--- src/rtl/adpcm_pkg.sv ---
package adpcm_pkg;

	localparam int NUM_PAIRS   = 8;
	localparam int PAIR_SEL_W  = 3;
	localparam int CFG_IDX_W   = 4;
	localparam int CFG_DATA_W  = 32;
	localparam int COEF_W      = 16;
	localparam int SAMPLE_W    = 16;
	localparam int POS_W       = 3;
	localparam int SHIFT_W     = 4;
	localparam int NIBBLE_W    = 4;
	localparam int FRAC_BITS   = 11;
	localparam int ACC_W       = 34;
	localparam int HALF_ROUND  = 'h400;
	localparam int PROD_W      = 2 * COEF_W;
	localparam int Y_W         = ACC_W - FRAC_BITS;

	localparam logic signed [SAMPLE_W-1:0] SAT_HI = 16'sh7FFF;
	localparam logic signed [SAMPLE_W-1:0] SAT_LO = 16'sh8000;

	typedef enum logic [1:0] {
		ST_IDLE,
		ST_MUL1,
		ST_MUL2,
		ST_DONE
	} state_t;

	// Control of the shared multiply-accumulate unit.
	typedef struct packed {
		logic en;
		logic load;
	} mac_ctrl_t;

	// Floor division by 2^FRAC_BITS, then saturation to the 16-bit range.
	function automatic logic signed [SAMPLE_W-1:0] sat_sample(
		input logic signed [ACC_W-1:0] acc
	);
		logic signed [Y_W-1:0] y;
		logic signed [SAMPLE_W-1:0] res;
		begin
			y = acc[ACC_W-1:FRAC_BITS];
			if (y > Y_W'(SAT_HI)) begin
				res = SAT_HI;
			end else if (y < Y_W'(SAT_LO)) begin
				res = SAT_LO;
			end else begin
				res = y[SAMPLE_W-1:0];
			end
			return res;
		end
	endfunction

endpackage

--- src/rtl/adpcm_coef_regs.sv ---
module adpcm_coef_regs (
	input  logic                                  clk,
	input  logic                                  arst_n,
	input  logic                                  cfg_we,
	input  logic [adpcm_pkg::CFG_IDX_W-1:0]       cfg_index,
	input  logic [adpcm_pkg::CFG_DATA_W-1:0]      cfg_data,
	input  logic [adpcm_pkg::PAIR_SEL_W-1:0]      sel,
	output logic signed [adpcm_pkg::COEF_W-1:0]   coef1,
	output logic signed [adpcm_pkg::COEF_W-1:0]   coef2
);
	import adpcm_pkg::*;

	logic [CFG_DATA_W-1:0] pairs_q [NUM_PAIRS];
	logic                  wr_hit;

	// Writes to indexes beyond the last pair are dropped.
	assign wr_hit = cfg_we && (cfg_index < CFG_IDX_W'(NUM_PAIRS));

	always_ff @(posedge clk or negedge arst_n) begin
		if (!arst_n) begin
			for (int i = 0; i < NUM_PAIRS; i++) begin
				pairs_q[i] <= '0;
			end
		end else if (wr_hit) begin
			pairs_q[cfg_index[PAIR_SEL_W-1:0]] <= cfg_data;
		end
	end

	assign coef1 = pairs_q[sel][COEF_W-1:0];
	assign coef2 = pairs_q[sel][2*COEF_W-1:COEF_W];

endmodule

--- src/rtl/adpcm_mac.sv ---
module adpcm_mac (
	input  logic                                  clk,
	input  adpcm_pkg::mac_ctrl_t                  ctrl,
	input  logic [adpcm_pkg::NIBBLE_W-1:0]        nibble,
	input  logic [adpcm_pkg::SHIFT_W-1:0]         shift,
	input  logic signed [adpcm_pkg::COEF_W-1:0]   coef,
	input  logic signed [adpcm_pkg::SAMPLE_W-1:0] hist,
	output logic signed [adpcm_pkg::ACC_W-1:0]    acc
);
	import adpcm_pkg::*;

	logic signed [ACC_W-1:0]  xn_ext;
	logic signed [ACC_W-1:0]  base;
	logic signed [PROD_W-1:0] prod;
	logic signed [ACC_W-1:0]  acc_q;

	// Scaled residual with its rounding constant, already in the 11-bit fraction.
	assign xn_ext = ACC_W'(signed'(nibble));
	assign base   = ((xn_ext <<< shift) <<< FRAC_BITS) + ACC_W'(HALF_ROUND);
	assign prod   = coef * hist;

	always_ff @(posedge clk) begin
		if (ctrl.en) begin
			acc_q <= (ctrl.load ? base : acc_q) + ACC_W'(prod);
		end
	end

	assign acc = acc_q;

endmodule

--- src/rtl/adpcm_4bit_frame_decoder_top.sv ---
// Channel  | Handshake            | Payload
// ---------+----------------------+------------------------------------------------------
// input    | in_valid / in_stall  | data_byte, buffer_start, clear_history, only_low_nibble
// output   | out_valid / out_stall| sample, last_of_byte
// config   | cfg_we               | cfg_index, cfg_data
//
// A header byte is taken without leaving the idle state and yields no transfer on the output.
// A data byte is taken in the idle state, and no further byte is taken until its samples
// are done; each sample runs through ST_MUL1, ST_MUL2 and ST_DONE, as the two multiplies
// per sample share the one 16x16 multiplier and ST_DONE saturates and registers the result.
// Reset clears the coefficient pairs, frame position, scale, predictor choice and history.
// A stalled output holds the sequencer at its final step until the held sample is taken.
module adpcm_4bit_frame_decoder_top (
	input  logic                                  clk,
	input  logic                                  arst_n,
	input  logic                                  in_valid,
	output logic                                  in_stall,
	input  logic [7:0]                            data_byte,
	input  logic                                  buffer_start,
	input  logic                                  clear_history,
	input  logic                                  only_low_nibble,
	output logic                                  out_valid,
	input  logic                                  out_stall,
	output logic signed [adpcm_pkg::SAMPLE_W-1:0] sample,
	output logic                                  last_of_byte,
	input  logic                                  cfg_we,
	input  logic [adpcm_pkg::CFG_IDX_W-1:0]       cfg_index,
	input  logic [adpcm_pkg::CFG_DATA_W-1:0]      cfg_data
);
	import adpcm_pkg::*;

	state_t state_q, state_d;
	mac_ctrl_t mac_ctrl;

	logic [7:0]                  byte_q;
	logic                        low_only_q;
	logic                        nib_sel_q;
	logic [SHIFT_W-1:0]          shift_q;
	logic [PAIR_SEL_W-1:0]       sel_q;
	logic [POS_W-1:0]            pos_q;
	logic signed [SAMPLE_W-1:0]  h1_q;
	logic signed [SAMPLE_W-1:0]  h2_q;
	logic                        out_valid_q;
	logic signed [SAMPLE_W-1:0]  sample_q;
	logic                        last_q;

	logic                        in_xfer;
	logic                        is_header;
	logic                        out_free;
	logic                        last_now;
	logic                        emit;
	logic [NIBBLE_W-1:0]         nibble;
	logic signed [COEF_W-1:0]    coef1, coef2, mac_coef;
	logic signed [SAMPLE_W-1:0]  mac_hist;
	logic signed [ACC_W-1:0]     acc;
	logic signed [SAMPLE_W-1:0]  y;

	// A byte is a header when flagged so, or when the frame is waiting for one.
	assign in_xfer   = in_valid && !in_stall;
	assign is_header = buffer_start || (pos_q == '0);

	// The output register may be loaded when empty or when its sample leaves now.
	assign out_free  = !out_valid_q || !out_stall;
	assign last_now  = low_only_q || nib_sel_q;
	assign emit      = (state_q == ST_DONE) && out_free;

	assign nibble    = nib_sel_q ? byte_q[7:4] : byte_q[3:0];
	assign mac_coef  = (state_q == ST_MUL2) ? coef2 : coef1;
	assign mac_hist  = (state_q == ST_MUL2) ? h2_q : h1_q;
	assign y         = sat_sample(acc);

	adpcm_coef_regs u_coef_regs (
		.clk       (clk),
		.arst_n    (arst_n),
		.cfg_we    (cfg_we),
		.cfg_index (cfg_index),
		.cfg_data  (cfg_data),
		.sel       (sel_q),
		.coef1     (coef1),
		.coef2     (coef2)
	);

	// First pass loads the scaled residual plus coef1 * y[n-1], the second adds coef2 * y[n-2].
	adpcm_mac u_mac (
		.clk    (clk),
		.ctrl   (mac_ctrl),
		.nibble (nibble),
		.shift  (shift_q),
		.coef   (mac_coef),
		.hist   (mac_hist),
		.acc    (acc)
	);

	always_ff @(posedge clk or negedge arst_n) begin
		if (!arst_n) begin
			state_q <= ST_IDLE;
		end else begin
			state_q <= state_d;
		end
	end

	always_comb begin
		state_d  = state_q;
		in_stall = 1'b1;
		mac_ctrl = '0;
		unique case (state_q)
			ST_IDLE: begin
				in_stall = 1'b0;
				if (in_valid && !is_header) begin
					state_d = ST_MUL1;
				end
			end
			ST_MUL1: begin
				mac_ctrl.en   = 1'b1;
				mac_ctrl.load = 1'b1;
				state_d       = ST_MUL2;
			end
			ST_MUL2: begin
				mac_ctrl.en = 1'b1;
				state_d     = ST_DONE;
			end
			ST_DONE: begin
				if (out_free) begin
					state_d = last_now ? ST_IDLE : ST_MUL1;
				end
			end
			default: begin
				state_d = ST_IDLE;
			end
		endcase
	end

	always_ff @(posedge clk or negedge arst_n) begin
		if (!arst_n) begin
			byte_q      <= '0;
			low_only_q  <= 1'b0;
			nib_sel_q   <= 1'b0;
			shift_q     <= '0;
			sel_q       <= '0;
			pos_q       <= '0;
			h1_q        <= '0;
			h2_q        <= '0;
			out_valid_q <= 1'b0;
			sample_q    <= '0;
			last_q      <= 1'b0;
		end else begin
			if (in_xfer) begin
				// The history clear applies to headers as well as data bytes.
				if (clear_history) begin
					h1_q <= '0;
					h2_q <= '0;
				end
				if (is_header) begin
					shift_q <= data_byte[SHIFT_W-1:0];
					sel_q   <= data_byte[SHIFT_W+PAIR_SEL_W-1:SHIFT_W];
					pos_q   <= POS_W'(1);
				end else begin
					pos_q      <= pos_q + POS_W'(1);
					byte_q     <= data_byte;
					low_only_q <= only_low_nibble;
					nib_sel_q  <= 1'b0;
				end
			end
			if (emit) begin
				h2_q        <= h1_q;
				h1_q        <= y;
				sample_q    <= y;
				last_q      <= last_now;
				out_valid_q <= 1'b1;
				nib_sel_q   <= 1'b1;
			end else if (out_valid_q && !out_stall) begin
				out_valid_q <= 1'b0;
			end
		end
	end

	assign out_valid    = out_valid_q;
	assign sample       = sample_q;
	assign last_of_byte = last_q;

endmodule

--- config.mk ---
export PLATFORM = sky130hd
export DESIGN_NAME = adpcm_4bit_frame_decoder_top
export DESIGN_NICKNAME = d
export VERILOG_FILES = /design/src/rtl/adpcm_pkg.sv /design/src/rtl/adpcm_coef_regs.sv /design/src/rtl/adpcm_mac.sv /design/src/rtl/adpcm_4bit_frame_decoder_top.sv
export SDC_FILE = /design/constraint.sdc
export NUM_CORES = 1
export LEC_CHECK = 0
export BUFFER_PORTS_ARGS = -buffer_cell sky130_fd_sc_hd__buf_2
export CAP_MARGIN = 25
export CORE_MARGIN = 10
export CORE_UTILIZATION = 56
export DETAILED_ROUTE_END_ITERATION = 6
export GPL_TIMING_DRIVEN = 0
export PLACE_DENSITY_LB_ADDON = 0.25
export SETUP_SLACK_MARGIN = 0.5
export SYNTH_ARGS = -nofsm -noshare
export SYNTH_HDL_FRONTEND = slang
export SYNTH_HIERARCHICAL = 1
export SYNTH_SLANG_ARGS = --single-unit
--- constraint.sdc ---
create_clock -name clk -period 13.55 [get_ports clk]
set_clock_uncertainty 0.1 [all_clocks]
set_input_delay 2.0325 -clock clk [delete_from_list [all_inputs] [get_ports clk]]
set_output_delay 2.0325 -clock clk [all_outputs]
set_load 0.02 [all_outputs]
==> impl_metrics.json <==
{
  "outcome": "finished, final reports clean",
  "rsz0062_at_grt": "no",
  "hpwl_um": 53800,
  "first_pass_iters": 7,
  "finalHoldViolations": 0,
  "regToRegSetupSlack_ns": 4.30,
  "ctsRootBufferMaster": "clkbuf_16",
  "grt_util_met3_pct": 5.24,
  "busiest_layer": "met2",
  "cts_tree": "done",
  "clockBufferDepth": 3,
  "syn2layout_area_growth_pct": 8.28,
  "async_flop_share_pct": 90.6,
  "syn-mean-instance-area_um2": 12.1,
  "ys_warn_count": 6,
  "drc": 0,
  "ys_types": 68,
  "grt_antenna_before_repair": 4,
  "crit_arrival_ns": 9.41,
  "io_buffers": 68,
  "rows": 81,
  "grt_pass1_vias": 19400,
  "crit_type": "register to register",
  "io_pins": 71,
  "cts_setup_buffers": 0,
  "cts.sinks": 362,
  "synthFlopType": "dfrtp_1",
  "synth_top_area_cell": "dfrtp_1",
  "yosys.area.top_type_share_pct": 29.5,
  "period_minus_slack_ns": 9.25,
  "grt_overflow_total": 0,
  "worst_pin_slew_ns": 0.950,
  "vias_per_cell": 5.82,
  "gp_congestion": 0.975,
  "synth-seq-cells": 362,
  "die_area_mm2": 0.0590,
  "routed_wl_um": 69500,
  "drive_gt1_share_pct": 23.3,
  "drt_iter0_drc": 1481,
  "path_clk_slew_ns": 0.06,
  "num_vias": 18000,
  "coreArea_mm2": 0.0491,
  "post-route-period-util_pct": 68.2,
  "die_y_um": 243,
  "required_ns": 13.71,
  "syn_nets": 2766,
  "final_nets": 2873,
  "final_util_pct": 61.5,
  "cp_max_fo": 10,
  "grt_util_met2_pct": 37.3,
  "layout.area.seq_mm2": 0.00923,
  "clock_latency_ns": 0.54,
  "finalSetupViolCount": 0,
  "synth_edf_count": 34,
  "slew_violations": 0,
  "cts_made_buffers": 35,
  "grt_max_degree": 122,
  "grt_use_total_pct": 23.9,
  "cts_resized": 0,
  "grt_pass1_wl_um": 110000,
  "filler_cell_count": 3941,
  "initial_core_util_pct": 56.8,
  "relSlewSlack_pct": 36.7,
  "syn_area_mm2": 0.0278,
  "cap_violations": 0,
  "fmax_mhz": 108,
  "grt_util_met1_pct": 33.4,
  "final_cell_mix": "373 x inv_1, 328 x dfrtp_1, 305 x fa_1, 286 x mux2_2, 170 x nand2_1",
  "layout_commonest_cell": "inv_1",
  "holdCritPathClass": "register to register",
  "setup_tns_ns": 0,
  "postCtsHoldBufs": 0,
  "htreeDepth": 2,
  "syn_inst": 2300,
  "ys_seq_area_share_pct": 33.2,
  "multiInputGateArea_mm2": 0.0167,
  "end_kind": "register",
  "ys_top_cells_by_area": "dfrtp_1 29%, fa_1 22%, mux2_2 12%",
  "die_w_um": 243,
  "startpoint_type": "register",
  "ant_nets": 0,
  "avgRoutedWirePerCell_um": 22.5
}
==> metrics by stage <==
stage	hold slack (ns)	cells	area, µm²	worst slack, ns
final	0.382	3090	30100	4.30
after global routing	0.391	3090	30100	3.99
after CTS	0.383	3089	30100	4.42
after detailed placement	0.369	3034	29100	4.46
after global placement	0.361	3032	29000	4.49
after floorplan	0.352	2300	27800	6.07
==> cells in the mapped netlist, drive strengths merged (34+ instances only) <==
library cell	number
inv	373
mux2	342
dfrtp	328
fa	305
nand2	170
ha	109
and2	106
mux4	64
buf	57
clkbuf	56
a21oi	48
nor2	39
o21ai	35
edfxtp	34
==> registers in the layout, summed over array words and instances (netlist names), 2 cells and up <==
name                 cells
h2_q                    16
h1_q                    16
shift_q                  4
state_q                  2
pos_q                    3
sel_q                    3
byte_q                   8
u_coef_regs/pairs_q    256
u_mac/acc               34
sample                  16
==> final timing paths <==
path                            depth (start not counted)                                start                                   end
worst min register to register                          1  u_coef_regs/pairs_q[58]$_DFFE_PN0P_   u_coef_regs/pairs_q[58]$_DFFE_PN0P_
min in group asynchronous                               1                               arst_n  u_coef_regs/pairs_q[165]$_DFFE_PN0P_
worst min-delay path                                    1  u_coef_regs/pairs_q[58]$_DFFE_PN0P_   u_coef_regs/pairs_q[58]$_DFFE_PN0P_
worst max register to register                         25                 sel_q[2]$_DFFE_PN0P_               u_mac/acc[31]$_DFFE_PP_
max in group asynchronous                               3                               arst_n  u_coef_regs/pairs_q[113]$_DFFE_PN0P_
worst max-delay path                                   25                 sel_q[2]$_DFFE_PN0P_               u_mac/acc[31]$_DFFE_PP_
==> metal layers <==
layer | routed length, µm | part of all wire (%) | up-vias
met5 | 0 | 0 | -
met4 | 1820 | 2.6 | 0
met3 | 5470 | 7.9 | 116
met2 | 32700 | 47 | 630
met1 | 29500 | 42 | 9485
li1 | - | - | 7764
==> cells by family after synthesis <==
logic type / after synthesis / share of synthesized area (%)
AOI/OAI and AO/OA: 197 / 5.12
xor gates and xnor gates: 39 / 1.23
adders and majority gates: 414 / 26.8
buffers and inverters: 487 / 7.02
DFF: 362 / 33.2
muxes: 410 / 19.6
and+or+nand+nor: 391 / 7.09
==> cell type report <==
type,instances,share of cell area (%)
multi-input combinational,1451,55.3
sequential,362,30.6
inverter,374,4.66
clock buffer,47,3.30
tap,664,2.76
buffer,113,1.83
timing repair buffer,70,1.34
clock inverter,8,0.232
antenna,1,0.00830
==> worst max-delay path: stages, from the launching register on <==
cell      delay, ns
dfrtp_1        0.35
clkbuf_2       0.32
buf_1          0.75
mux4_2         0.43
mux2_2         0.34
mux2_2         0.41
clkbuf_1       0.32
nand2_1        0.21
inv_1          0.08
fa_1           0.69
inv_1          0.14
fa_1           0.79
inv_1          0.17
fa_1           0.49
fa_1           0.52
fa_1           0.49
inv_1          0.05
fa_1           0.48
inv_1          0.04
ha_1           0.25
clkbuf_1       0.32
nand4_1        0.26
or3_1          0.47
o211ai_1       0.21
o211ai_1       0.14
xnor2_1        0.15
Power is not shown: default switching activity piles up to over one toggle a cycle in this logic, so the estimate is an artifact.
